**src/hdl/xxh64_pkg.sv**
```systemverilog
// Package for the XXH64 stream hasher: primes, command and status types, helpers.
// Used by the controller, datapath and top level.
package xxh64_pkg;

    localparam logic [63:0] XP1 = 64'h9E37_79B1_85EB_CA87;
    localparam logic [63:0] XP2 = 64'hC2B2_AE3D_27D4_EB4F;
    localparam logic [63:0] XP3 = 64'h1656_67B1_9E37_79F9;
    localparam logic [63:0] XP4 = 64'h85EB_CA77_C2B2_AE63;
    localparam logic [63:0] XP5 = 64'h27D4_EB2F_1656_67C5;
    localparam logic [63:0] LANE0_OFS = XP1 + XP2;

    localparam logic [3:0] FULL_WORD = 4'd8;
    localparam logic [3:0] HALF_WORD = 4'd4;
    localparam logic [1:0] SLOT_FULL = 2'd3;
    localparam logic [1:0] IDX_WORD  = 2'd3;
    localparam logic [1:0] IDX_LAST  = 2'd3;

    typedef enum logic [3:0] {
        ST_IDLE, ST_INIT, ST_LANE, ST_MERGE, ST_MLANE, ST_SHORT,
        ST_LEN, ST_TAIL, ST_HALF, ST_BYTE, ST_AVAL, ST_OUT
    } t_state;

    typedef enum logic [2:0] {
        OP_NOP, OP_LD, OP_ADD, OP_XOR, OP_ROT, OP_XSR, OP_MUL
    } t_op;

    typedef enum logic [3:0] {
        SRC_T, SRC_SWORD, SRC_LANE, SRC_LANEROT, SRC_K,
        SRC_SEED, SRC_LEN, SRC_W32, SRC_BYTE
    } t_src;

    typedef enum logic [2:0] {K_P1, K_P2, K_P3, K_P4, K_P5} t_kc;

    typedef enum logic {TGT_T, TGT_H} t_tgt;

    typedef struct packed {
        t_op        op;
        t_tgt       tgt;
        t_src       src;
        t_kc        kc;
        logic [5:0] amt;
        logic [1:0] idx;
        logic [2:0] byte_idx;
        logic       lane_wr;
        logic       lane_init;
        logic       pend_wr;
        logic       load_w;
        logic       len_add;
        logic [3:0] len_inc;
        logic       len_clr;
        logic       hash_ld;
    } t_cmd;

    typedef struct packed {
        logic mul_done;
    } t_stat;

    function automatic logic [63:0] kconst(t_kc kc);
        logic [63:0] k;
        case (kc)
            K_P1: k = XP1;
            K_P2: k = XP2;
            K_P3: k = XP3;
            K_P4: k = XP4;
            K_P5: k = XP5;
            default: k = '0;
        endcase
        return k;
    endfunction

    function automatic logic [63:0] rotl64(logic [63:0] x, logic [5:0] r);
        logic [127:0] d;
        d = {x, x} << r;
        return d[127:64];
    endfunction

endpackage

```
**src/hdl/xxh64_ctrl.sv**
```systemverilog
// Controller of the XXH64 stream hasher: sequences stripes, merge, tails and
// avalanche as commands to the datapath. Uses xxh64_pkg.
module xxh64_ctrl
    import xxh64_pkg::*;
(
    input  logic       i_clk,
    input  logic       i_rst_n,
    input  logic       i_in_valid,
    input  logic       i_in_last,
    input  logic [3:0] i_in_byte_count,
    output logic       o_in_ready,
    input  logic       i_out_ready,
    output logic       o_out_valid,
    input  t_stat      i_stat,
    output t_cmd       o_cmd
);

    t_state     r_state, n_state;
    logic [2:0] r_step, n_step;
    logic [1:0] r_idx, n_idx;
    logic [2:0] r_byte, n_byte;
    logic [1:0] r_slot, n_slot;
    logic [3:0] r_bc, n_bc;
    logic       r_seen, n_seen;
    logic       r_fin, n_fin;
    logic       r_ovalid, n_ovalid;

    t_cmd       w_cmd;
    logic [2:0] w_last_step;
    logic       w_step_go;
    logic       w_phase_end;
    logic       w_out_free;
    logic [3:0] w_bc_sat;
    t_state     w_tail_state;

    function automatic t_cmd mk(t_op op, t_tgt tgt, t_src src, t_kc kc, logic [5:0] amt);
        t_cmd c;
        c     = '0;
        c.op  = op;
        c.tgt = tgt;
        c.src = src;
        c.kc  = kc;
        c.amt = amt;
        return c;
    endfunction

    assign w_bc_sat   = (i_in_byte_count > FULL_WORD) ? FULL_WORD : i_in_byte_count;
    assign w_out_free = !r_ovalid || i_out_ready;

    // Outputs and commands
    always_comb begin
        w_cmd       = '0;
        w_last_step = '0;
        o_in_ready  = 1'b0;
        case (r_state)
            ST_IDLE: begin
                o_in_ready = 1'b1;
                if (i_in_valid) begin
                    w_cmd.load_w  = 1'b1;
                    w_cmd.len_add = 1'b1;
                    w_cmd.len_inc = i_in_last ? w_bc_sat : FULL_WORD;
                    w_cmd.pend_wr = !i_in_last && (r_slot != SLOT_FULL);
                end
            end
            ST_INIT: begin
                w_cmd.lane_init = 1'b1;
            end
            ST_LANE: begin
                w_last_step = 3'd5;
                case (r_step)
                    3'd0: w_cmd = mk(OP_LD,  TGT_T, SRC_SWORD, K_P1, 6'd0);
                    3'd1: w_cmd = mk(OP_MUL, TGT_T, SRC_T,     K_P2, 6'd0);
                    3'd2: w_cmd = mk(OP_ADD, TGT_T, SRC_LANE,  K_P1, 6'd0);
                    3'd3: w_cmd = mk(OP_ROT, TGT_T, SRC_T,     K_P1, 6'd31);
                    3'd4: w_cmd = mk(OP_MUL, TGT_T, SRC_T,     K_P1, 6'd0);
                    default: w_cmd.lane_wr = 1'b1;
                endcase
            end
            ST_MERGE: begin
                w_cmd = mk((r_idx == 2'd0) ? OP_LD : OP_ADD, TGT_H, SRC_LANEROT,
                           K_P1, 6'd0);
            end
            ST_MLANE: begin
                w_last_step = 3'd6;
                case (r_step)
                    3'd0: w_cmd = mk(OP_LD,  TGT_T, SRC_LANE, K_P1, 6'd0);
                    3'd1: w_cmd = mk(OP_MUL, TGT_T, SRC_T,    K_P2, 6'd0);
                    3'd2: w_cmd = mk(OP_ROT, TGT_T, SRC_T,    K_P1, 6'd31);
                    3'd3: w_cmd = mk(OP_MUL, TGT_T, SRC_T,    K_P1, 6'd0);
                    3'd4: w_cmd = mk(OP_XOR, TGT_H, SRC_T,    K_P1, 6'd0);
                    3'd5: w_cmd = mk(OP_MUL, TGT_H, SRC_T,    K_P1, 6'd0);
                    default: w_cmd = mk(OP_ADD, TGT_H, SRC_K, K_P4, 6'd0);
                endcase
            end
            ST_SHORT: begin
                w_last_step = 3'd1;
                case (r_step)
                    3'd0:    w_cmd = mk(OP_LD,  TGT_H, SRC_SEED, K_P1, 6'd0);
                    default: w_cmd = mk(OP_ADD, TGT_H, SRC_K,    K_P5, 6'd0);
                endcase
            end
            ST_LEN: begin
                w_cmd = mk(OP_ADD, TGT_H, SRC_LEN, K_P1, 6'd0);
            end
            ST_TAIL: begin
                w_last_step = 3'd7;
                case (r_step)
                    3'd0: w_cmd = mk(OP_LD,  TGT_T, SRC_SWORD, K_P1, 6'd0);
                    3'd1: w_cmd = mk(OP_MUL, TGT_T, SRC_T,     K_P2, 6'd0);
                    3'd2: w_cmd = mk(OP_ROT, TGT_T, SRC_T,     K_P1, 6'd31);
                    3'd3: w_cmd = mk(OP_MUL, TGT_T, SRC_T,     K_P1, 6'd0);
                    3'd4: w_cmd = mk(OP_XOR, TGT_H, SRC_T,     K_P1, 6'd0);
                    3'd5: w_cmd = mk(OP_ROT, TGT_H, SRC_T,     K_P1, 6'd27);
                    3'd6: w_cmd = mk(OP_MUL, TGT_H, SRC_T,     K_P1, 6'd0);
                    default: w_cmd = mk(OP_ADD, TGT_H, SRC_K,  K_P4, 6'd0);
                endcase
            end
            ST_HALF: begin
                w_last_step = 3'd5;
                case (r_step)
                    3'd0: w_cmd = mk(OP_LD,  TGT_T, SRC_W32, K_P1, 6'd0);
                    3'd1: w_cmd = mk(OP_MUL, TGT_T, SRC_T,   K_P1, 6'd0);
                    3'd2: w_cmd = mk(OP_XOR, TGT_H, SRC_T,   K_P1, 6'd0);
                    3'd3: w_cmd = mk(OP_ROT, TGT_H, SRC_T,   K_P1, 6'd23);
                    3'd4: w_cmd = mk(OP_MUL, TGT_H, SRC_T,   K_P2, 6'd0);
                    default: w_cmd = mk(OP_ADD, TGT_H, SRC_K, K_P3, 6'd0);
                endcase
            end
            ST_BYTE: begin
                w_last_step = 3'd4;
                case (r_step)
                    3'd0: w_cmd = mk(OP_LD,  TGT_T, SRC_BYTE, K_P1, 6'd0);
                    3'd1: w_cmd = mk(OP_MUL, TGT_T, SRC_T,    K_P5, 6'd0);
                    3'd2: w_cmd = mk(OP_XOR, TGT_H, SRC_T,    K_P1, 6'd0);
                    3'd3: w_cmd = mk(OP_ROT, TGT_H, SRC_T,    K_P1, 6'd11);
                    default: w_cmd = mk(OP_MUL, TGT_H, SRC_T, K_P1, 6'd0);
                endcase
            end
            ST_AVAL: begin
                w_last_step = 3'd4;
                case (r_step)
                    3'd0: w_cmd = mk(OP_XSR, TGT_H, SRC_T, K_P1, 6'd33);
                    3'd1: w_cmd = mk(OP_MUL, TGT_H, SRC_T, K_P2, 6'd0);
                    3'd2: w_cmd = mk(OP_XSR, TGT_H, SRC_T, K_P1, 6'd29);
                    3'd3: w_cmd = mk(OP_MUL, TGT_H, SRC_T, K_P3, 6'd0);
                    default: w_cmd = mk(OP_XSR, TGT_H, SRC_T, K_P1, 6'd32);
                endcase
            end
            ST_OUT: begin
                w_cmd.hash_ld = w_out_free;
                w_cmd.len_clr = w_out_free;
            end
            default: begin
                w_cmd = '0;
            end
        endcase
        w_cmd.idx      = (r_state == ST_IDLE) ? r_slot : r_idx;
        w_cmd.byte_idx = r_byte;
        w_step_go      = (w_cmd.op != OP_MUL) || i_stat.mul_done;
        w_phase_end    = w_step_go && (r_step == w_last_step);
    end

    assign o_cmd       = w_cmd;
    assign o_out_valid = r_ovalid;

    // Next state
    always_comb begin
        n_state  = r_state;
        n_step   = r_step;
        n_idx    = r_idx;
        n_byte   = r_byte;
        n_slot   = r_slot;
        n_bc     = r_bc;
        n_seen   = r_seen;
        n_fin    = r_fin;
        n_ovalid = r_ovalid && !i_out_ready;

        if (r_bc == FULL_WORD) begin
            w_tail_state = ST_TAIL;
        end else if (r_bc >= HALF_WORD) begin
            w_tail_state = ST_HALF;
        end else if (r_bc != 4'd0) begin
            w_tail_state = ST_BYTE;
        end else begin
            w_tail_state = ST_AVAL;
        end

        if (r_state != ST_IDLE && r_state != ST_OUT && w_step_go) begin
            n_step = w_phase_end ? 3'd0 : r_step + 3'd1;
        end

        case (r_state)
            ST_IDLE: begin
                if (i_in_valid) begin
                    n_idx = 2'd0;
                    if (!i_in_last) begin
                        if (r_slot != SLOT_FULL) begin
                            n_slot = r_slot + 2'd1;
                        end else begin
                            n_fin   = 1'b0;
                            n_state = r_seen ? ST_LANE : ST_INIT;
                        end
                    end else if (w_bc_sat == FULL_WORD && r_slot == SLOT_FULL) begin
                        n_bc    = 4'd0;
                        n_fin   = 1'b1;
                        n_state = r_seen ? ST_LANE : ST_INIT;
                    end else begin
                        n_bc    = w_bc_sat;
                        n_state = r_seen ? ST_MERGE : ST_SHORT;
                    end
                end
            end
            ST_INIT: begin
                n_seen  = 1'b1;
                n_state = ST_LANE;
            end
            ST_LANE: begin
                if (w_phase_end) begin
                    if (r_idx != IDX_LAST) begin
                        n_idx = r_idx + 2'd1;
                    end else begin
                        n_idx   = 2'd0;
                        n_slot  = 2'd0;
                        n_state = r_fin ? ST_MERGE : ST_IDLE;
                    end
                end
            end
            ST_MERGE: begin
                if (r_idx != IDX_LAST) begin
                    n_idx = r_idx + 2'd1;
                end else begin
                    n_idx   = 2'd0;
                    n_state = ST_MLANE;
                end
            end
            ST_MLANE: begin
                if (w_phase_end) begin
                    if (r_idx != IDX_LAST) begin
                        n_idx = r_idx + 2'd1;
                    end else begin
                        n_state = ST_LEN;
                    end
                end
            end
            ST_SHORT: begin
                if (w_phase_end) begin
                    n_state = ST_LEN;
                end
            end
            ST_LEN: begin
                n_byte = 3'd0;
                if (r_slot != 2'd0) begin
                    n_idx   = 2'd0;
                    n_state = ST_TAIL;
                end else begin
                    n_idx   = IDX_WORD;
                    n_state = w_tail_state;
                end
            end
            ST_TAIL: begin
                if (w_phase_end) begin
                    if (r_idx == IDX_WORD) begin
                        n_state = ST_AVAL;
                    end else if ((r_idx + 2'd1) < r_slot) begin
                        n_idx = r_idx + 2'd1;
                    end else begin
                        n_idx   = IDX_WORD;
                        n_state = w_tail_state;
                    end
                end
            end
            ST_HALF: begin
                if (w_phase_end) begin
                    if (r_bc > HALF_WORD) begin
                        n_byte  = 3'd4;
                        n_state = ST_BYTE;
                    end else begin
                        n_state = ST_AVAL;
                    end
                end
            end
            ST_BYTE: begin
                if (w_phase_end) begin
                    if (({1'b0, r_byte} + 4'd1) < r_bc) begin
                        n_byte = r_byte + 3'd1;
                    end else begin
                        n_state = ST_AVAL;
                    end
                end
            end
            ST_AVAL: begin
                if (w_phase_end) begin
                    n_state = ST_OUT;
                end
            end
            ST_OUT: begin
                if (w_out_free) begin
                    n_ovalid = 1'b1;
                    n_slot   = 2'd0;
                    n_seen   = 1'b0;
                    n_state  = ST_IDLE;
                end
            end
            default: begin
                n_state = ST_IDLE;
            end
        endcase
    end

    always_ff @(posedge i_clk) begin
        if (!i_rst_n) begin
            r_state  <= ST_IDLE;
            r_step   <= '0;
            r_idx    <= '0;
            r_byte   <= '0;
            r_slot   <= '0;
            r_bc     <= '0;
            r_seen   <= 1'b0;
            r_fin    <= 1'b0;
            r_ovalid <= 1'b0;
        end else begin
            r_state  <= n_state;
            r_step   <= n_step;
            r_idx    <= n_idx;
            r_byte   <= n_byte;
            r_slot   <= n_slot;
            r_bc     <= n_bc;
            r_seen   <= n_seen;
            r_fin    <= n_fin;
            r_ovalid <= n_ovalid;
        end
    end

endmodule

```
**config.mk**
```make
export PLATFORM = sky130hd
export DESIGN_NAME = xxh64_ctrl
export DESIGN_NICKNAME = d
export VERILOG_FILES = /design/src/hdl/xxh64_pkg.sv /design/src/hdl/xxh64_ctrl.sv
export SDC_FILE = /design/constraint.sdc
export NUM_CORES = 1
export LEC_CHECK = 0
export ABC_AREA = 1
export BUFFER_PORTS_ARGS = -buffer_cell sky130_fd_sc_hd__buf_2
export CAP_MARGIN = 15
export CORE_UTILIZATION = 37
export CTS_CLUSTER_SIZE = 8
export DETAILED_ROUTE_END_ITERATION = 6
export GPL_TIMING_DRIVEN = 0
export PLACE_DENSITY = 0.57
export SLEW_MARGIN = 30
export SYNTH_ARGS = -nofsm -noshare
export SYNTH_HDL_FRONTEND = slang
export SYNTH_SLANG_ARGS = --single-unit
```
**constraint.sdc**
```tcl
create_clock -name i_clk -period 6.4 [get_ports i_clk]
set_input_delay 0.96 -clock i_clk [delete_from_list [all_inputs] [get_ports i_clk]]
set_output_delay 0.96 -clock i_clk [all_outputs]
set_load 0.02 [all_outputs]
```
Word level (Yosys, flattened, before mapping)
Cells that the tools add are included.

Bits in registers: 21. Bits of input ports: 10. Output and inout bits: 35.

$add $sub $neg: 5. $lt $le $gt $ge: 5. Eq/ne operators: 49. Mux-type cells: 77. Reduce and logical (&&, ||, !) cells: 31.

Operators by type and width (number): $pmux W33 S7 (1); $pmux W23 S9 (1); $pmux W33 S6 (1); $pmux W33 S5 (1); $pmux W33 S4 (1); $pmux W32 S4 (1); $pmux W22 S5 (1); $mux W4 (22); $pmux W7 S7 (1); $pmux W4 S12 (1); $mux W2 (22); $ne A2 B2 Y1 const B (21); $mux W32 (1); $eq A4 B4 Y1 const B (6); $mux W3 (7); $eq A4 B3 Y1 const B (4); $pmux W3 S5 (1); $reduce_and A15 Y1 (1); $pmux W2 S7 (1); $reduce_and A7 Y1 (2); $pmux W2 S6 (1); $eq A3 B3 Y1 const B (3); $ne A3 B3 Y1 const B (3); $pmux W3 S3 (1); 37 further kinds (62).

Depth between registers and ports, before layout
Depth after elaboration: 9. Depth in mapped cells: 18. Mapped depth without buffers: 18.

Worst setup path before layout
No wires, ideal clock.

Path type: reg-to-output. Start point: register r_state[0]. End point: output o_cmd[5] (netlist bit). Data arrival time: 1987 ps. Data required time: 5440 ps. Setup slack: 3453 ps. Stages on the path, launching flop included: 9. Cell sequence: dfxtp_1 -> buf_2 -> nor2_1 -> inv_2 -> nor2_2 -> inv_1 -> nor2_1 -> inv_1 -> nor2_1.

RTL lines: start: declaration (line xxh64_ctrl.sv:18) `t_state r_state, n_state;`; start signal: assignment (line xxh64_ctrl.sv:322) `r_state <= n_state;`; end: declaration (line xxh64_ctrl.sv:15) `output t_cmd o_cmd`.

==> qor.log <==
[pwr] Sequential Power Share 16.6%
[sta] setup clock skew after layout 4.50 ps
[die] IO Count 45
[drt] number of vias after detailed routing 2690
[synthesis] number of flip-flops and latches in the synthesized netlist 21
[synthesis] proportion of synthesized flip-flops having asynchronous set or reset 0%
[sta] number of endpoints with negative hold slack in the final report 0
[setup_path] internal reg-to-reg setup slack 3650 ps
[setup_path] cell depth of the worst flop-to-flop path 15
[setup_path] CP max stage delay 510 ps
[drt] Final ANT Viol Nets 0
[pwr] leakage dissipation 0.00150 uW
[final_layout] Layout Utilization 45.3%
[die] number of placement rows 28
[run] Maximum Capacitance Violations 0
[drt] post-route DRC violation count 0
[placed_design] Port Buffers 44
[sta] Fin Setup TNS 0 ps
[drt] wl on met1 3.50 mm
[pwr] Max VDD drop 0.193 mV
[cts] H-tree depth 1
[cts] clock latency of the later-clocked register in the worst-skew pair 280 ps
[synthesis] post-synthesis sequential area ratio 17.5%
[sta] slew at the pin closest to its max-slew limit 496 ps
[drt] first drt pass iteration count 4
[final_layout] final instance count without filler cells 537
[drt] total length of routed wires 7.26 mm
[cts] CTS Buf Count 3
[drt] DR vias/cell 5.01
[final_layout] fraction of layout instances using a drive strength above 1 19.5%
[synthesis] cell types occupying the most area after synthesis sky130_fd_sc_hd__dfxtp_1 18%, sky130_fd_sc_hd__nand2_1 15%, sky130_fd_sc_hd__nor2_1 11%
[sta] RSZ-0062 raised after global routing no
[sta] number of pins exceeding their max-slew limit in the final report 0
[drt] routed len/inst 13.5 um
[final_layout] # diodes 0
[synthesis] cell area after technology mapping 0.00240 sq mm
[min_path] Hold Path Cell Cnt 2
[placed_design] Detail Placement HPWL 5.96 mm
[setup_path] category of the critical setup timing path register to output pin
[synthesis] gate count after technology mapping 414
[pwr] Power Density 453 mW/mm^2
[setup_path] critical path fanouts, max 8
[synthesis] Post-synth EDFFs 0
[synthesis] Post-synth top cells 98 x sky130_fd_sc_hd__nand2_1, 69 x sky130_fd_sc_hd__nor2_1, 58 x sky130_fd_sc_hd__inv_1
[sta] Slew HR 66.9%
[global_route] first-pass GRT wire length 12.2 mm
[setup_path] critical path data required time 5440 ps
[global_route] number of global-route vias before repair 2533
[die] Die Y 82.5 um
[setup_path] crit path max-delay cell type sky130_fd_sc_hd__dfxtp_1
[die] Floorplan Core Area 0.00610 sq mm
[synthesis] most common cell in the synthesized netlist sky130_fd_sc_hd__nand2_1
[pwr] power share of the clock group 7.5%
[synthesis] fraction of post-synthesis cell area in the top cell type by area 17.5%
[die] Total Die Area 0.00681 sq mm
[setup_path] worst endpoint data arrival time 2470 ps
[cts] clock-pin transition on the worst setup and hold timing paths 80 ps
[cts] CTS tree yes
[global_route] Total Routing Usage GR 23.9%
[sta] Period minus WS final 3430 ps
[pwr] switch share 58.4%
[sta] highest attainable clock frequency 291 MHz
[cts] post-cts gate resize count 0
[setup_path] reg-to-reg startpoint r_step[0]
[setup_path] Top cell by count, worst path sky130_fd_sc_hd__inv_1
[cts] Post CTS Setup Buffer Count 0
[cts] Root Buffer sky130_fd_sc_hd__clkbuf_8
[pwr] Power Internal 520 uW
[setup_path] CP Cell Sequence inv_1 > ha_1 > inv_1 > nor2_2 > nor2_1 > nand2_1 > o32ai_1 > inv_1 > o221ai_1 > buf_2
[min_path] end point of the most critical hold path r_fin
[cts] number of clock sinks 21
[final_layout] signed area change from the synthesized netlist to the final layout 15.0%
[global_route] largest net degree at the start of global routing 13
[drt] routed wire length on met3 326 um
[synthesis] YS warnings 0
[placed_design] Final Wtd Congestion 0.966
[cts] quantity of hold-fixing buffers added after cts 0
[setup_path] endpoint of the worst register-to-register path r_state[0]
[final_layout] Net count, final 491
[setup_path] crit path buf inv count 4
[setup_path] cell class contributing the biggest share of worst-path delay buffers and inverters
[global_route] number of antenna violations at the first check in global routing 0
[min_path] hold crit path type register to register
[die] initial cell density of the core 39.3%
[global_route] Overflow after GRT 0
[synthesis] number of distinct library cell variants in the gate-level netlist after synthesis 37
[run_status] outcome complete, no violations
[placed_design] # placed instances 533
[pwr] sw power 731 uW
[sta] count of final setup violators 0
[drt] highest routed layer met4
[drt] number of DRC markers after the initial detailed-route iteration 153
[die] Die X 82.5 um
[synthesis] Post-Syn Nets 442
[drt] routed wl met2 3.26 mm
[cts] clk buf depth 2
[synthesis] area leader, netlist sky130_fd_sc_hd__dfxtp_1
[synthesis] main flop type after synthesis sky130_fd_sc_hd__dfxtp_1
[sta] fin crit share 53.6%
[setup_path] nature of the critical path endpoint output pin
[pwr] combinational fraction of design power 75.8%
[min_path] launch point of the worst hold path r_fin
[synthesis] average footprint of a synthesized cell 5.79 sq um
[setup_path] sort of element at the start of the critical path register
[setup_path] crit path launch r_step[0]
[flip-flops by register name (all words and copies together), names as in the netlist]
name         cells
r_step           3
r_slot           2
r_seen           1
r_bc             4
r_fin            1
r_state          4
r_byte           3
r_idx            2
o_out_valid      1
[through the flow]
stage	total power, uW	area, sq um	hold slack [ps]	worst slack, ps
floorplan	915	2400	439	3450
global placement	1150	2710	449	3310
detailed placement	1160	2710	456	3280
CTS	1260	2760	470	2970
global route	1390	2760	491	2670
finish	1250	2760	465	2970
[cell usage in the layout (no fill, tap or decap), types with 2 or more instances in the layout]
| cell type | Yosys | final |
|---|---|---|
| sky130_fd_sc_hd__dfxtp_1 | 21 | 21 |
| sky130_fd_sc_hd__buf_2 | 2 | 46 |
| sky130_fd_sc_hd__a21oi_2 | 3 | 3 |
| sky130_fd_sc_hd__nor2_4 | 3 | 3 |
| sky130_fd_sc_hd__nor2_1 | 69 | 69 |
| sky130_fd_sc_hd__nor3_1 | 2 | 2 |
| sky130_fd_sc_hd__buf_4 | 3 | 3 |
| sky130_fd_sc_hd__nand2_2 | 6 | 6 |
| sky130_fd_sc_hd__inv_2 | 10 | 10 |
| sky130_fd_sc_hd__o21ai_0 | 22 | 22 |
| sky130_fd_sc_hd__inv_1 | 58 | 58 |
| sky130_fd_sc_hd__nand3_1 | 30 | 30 |
| sky130_fd_sc_hd__nand2_1 | 98 | 98 |
| sky130_fd_sc_hd__o221ai_1 | 2 | 2 |
| sky130_fd_sc_hd__ha_1 | 18 | 18 |
| sky130_fd_sc_hd__nand4_1 | 3 | 3 |
| sky130_fd_sc_hd__nor2_2 | 8 | 8 |
| sky130_fd_sc_hd__o2111ai_1 | 4 | 4 |
| sky130_fd_sc_hd__clkbuf_8 | 0 | 3 |
| sky130_fd_sc_hd__nand3_2 | 3 | 3 |
| sky130_fd_sc_hd__o211ai_1 | 2 | 2 |
| sky130_fd_sc_hd__a21oi_1 | 31 | 31 |
[routing by layer]
metal,track usage (%),vias up
li1,-,1423
met1,31.0,1183
met2,40.0,73
met3,2.53,11
met4,9.83,0
met5,0,-
[power groups by stage]
stage	clock [uW]	sequential (uW)	combinational, uW
final	93.9	208	948
after global routing	102	216	1070
after CTS	98.0	208	951
after detailed placement	0	211	948
after global placement	0	211	942
after floorplan	0	209	706
[how the worst max path moves through the flow]
stage | to | cells past startpoint
after detailed placement | o_cmd[22] | 10
after global placement | o_cmd[23] | 10
final | o_cmd[22] | 10
after floorplan | o_cmd[5] | 8
after global routing | o_cmd[22] | 10
after CTS | o_cmd[22] | 10
[cell families after synthesis]
kind of cell / Yosys count / share of synthesized area, %
buf+inv: 76 / 12.8
compound gates: 70 / 17.0
flops: 21 / 17.5
xor+xnor: 2 / 0.730
fa+ha+maj: 18 / 9.39
simple gates: 227 / 42.6
[worst register-to-register path: stages (launching register included)]
cell                      delay, ps
sky130_fd_sc_hd__dfxtp_1        410
sky130_fd_sc_hd__inv_1          230
sky130_fd_sc_hd__ha_1           310
sky130_fd_sc_hd__inv_1          130
sky130_fd_sc_hd__nor2_2         300
sky130_fd_sc_hd__nor2_1         100
sky130_fd_sc_hd__nand2_1        140
sky130_fd_sc_hd__a21oi_1         80
sky130_fd_sc_hd__nor2_1         110
sky130_fd_sc_hd__nand2_2         70
sky130_fd_sc_hd__nand2_1        150
sky130_fd_sc_hd__nand2_4        120
sky130_fd_sc_hd__a21oi_2        260
sky130_fd_sc_hd__nand3_1        100
sky130_fd_sc_hd__nand2_1         90
sky130_fd_sc_hd__nor2_1          50
[area by class of cell]
| cell class | count | area [sq um] |
|---|---|---|
| tap | 75 | 93.8 |
| sequential | 21 | 420 |
| clock inverter | 1 | 5.00 |
| buffer | 7 | 47.5 |
| clock buffer | 3 | 41.3 |
| multi-input combinational | 317 | 1670 |
| inverter | 69 | 259 |
| fill | 703 | 3340 |
| timing repair buffer | 44 | 220 |
(Power assumes the default switching activity.)
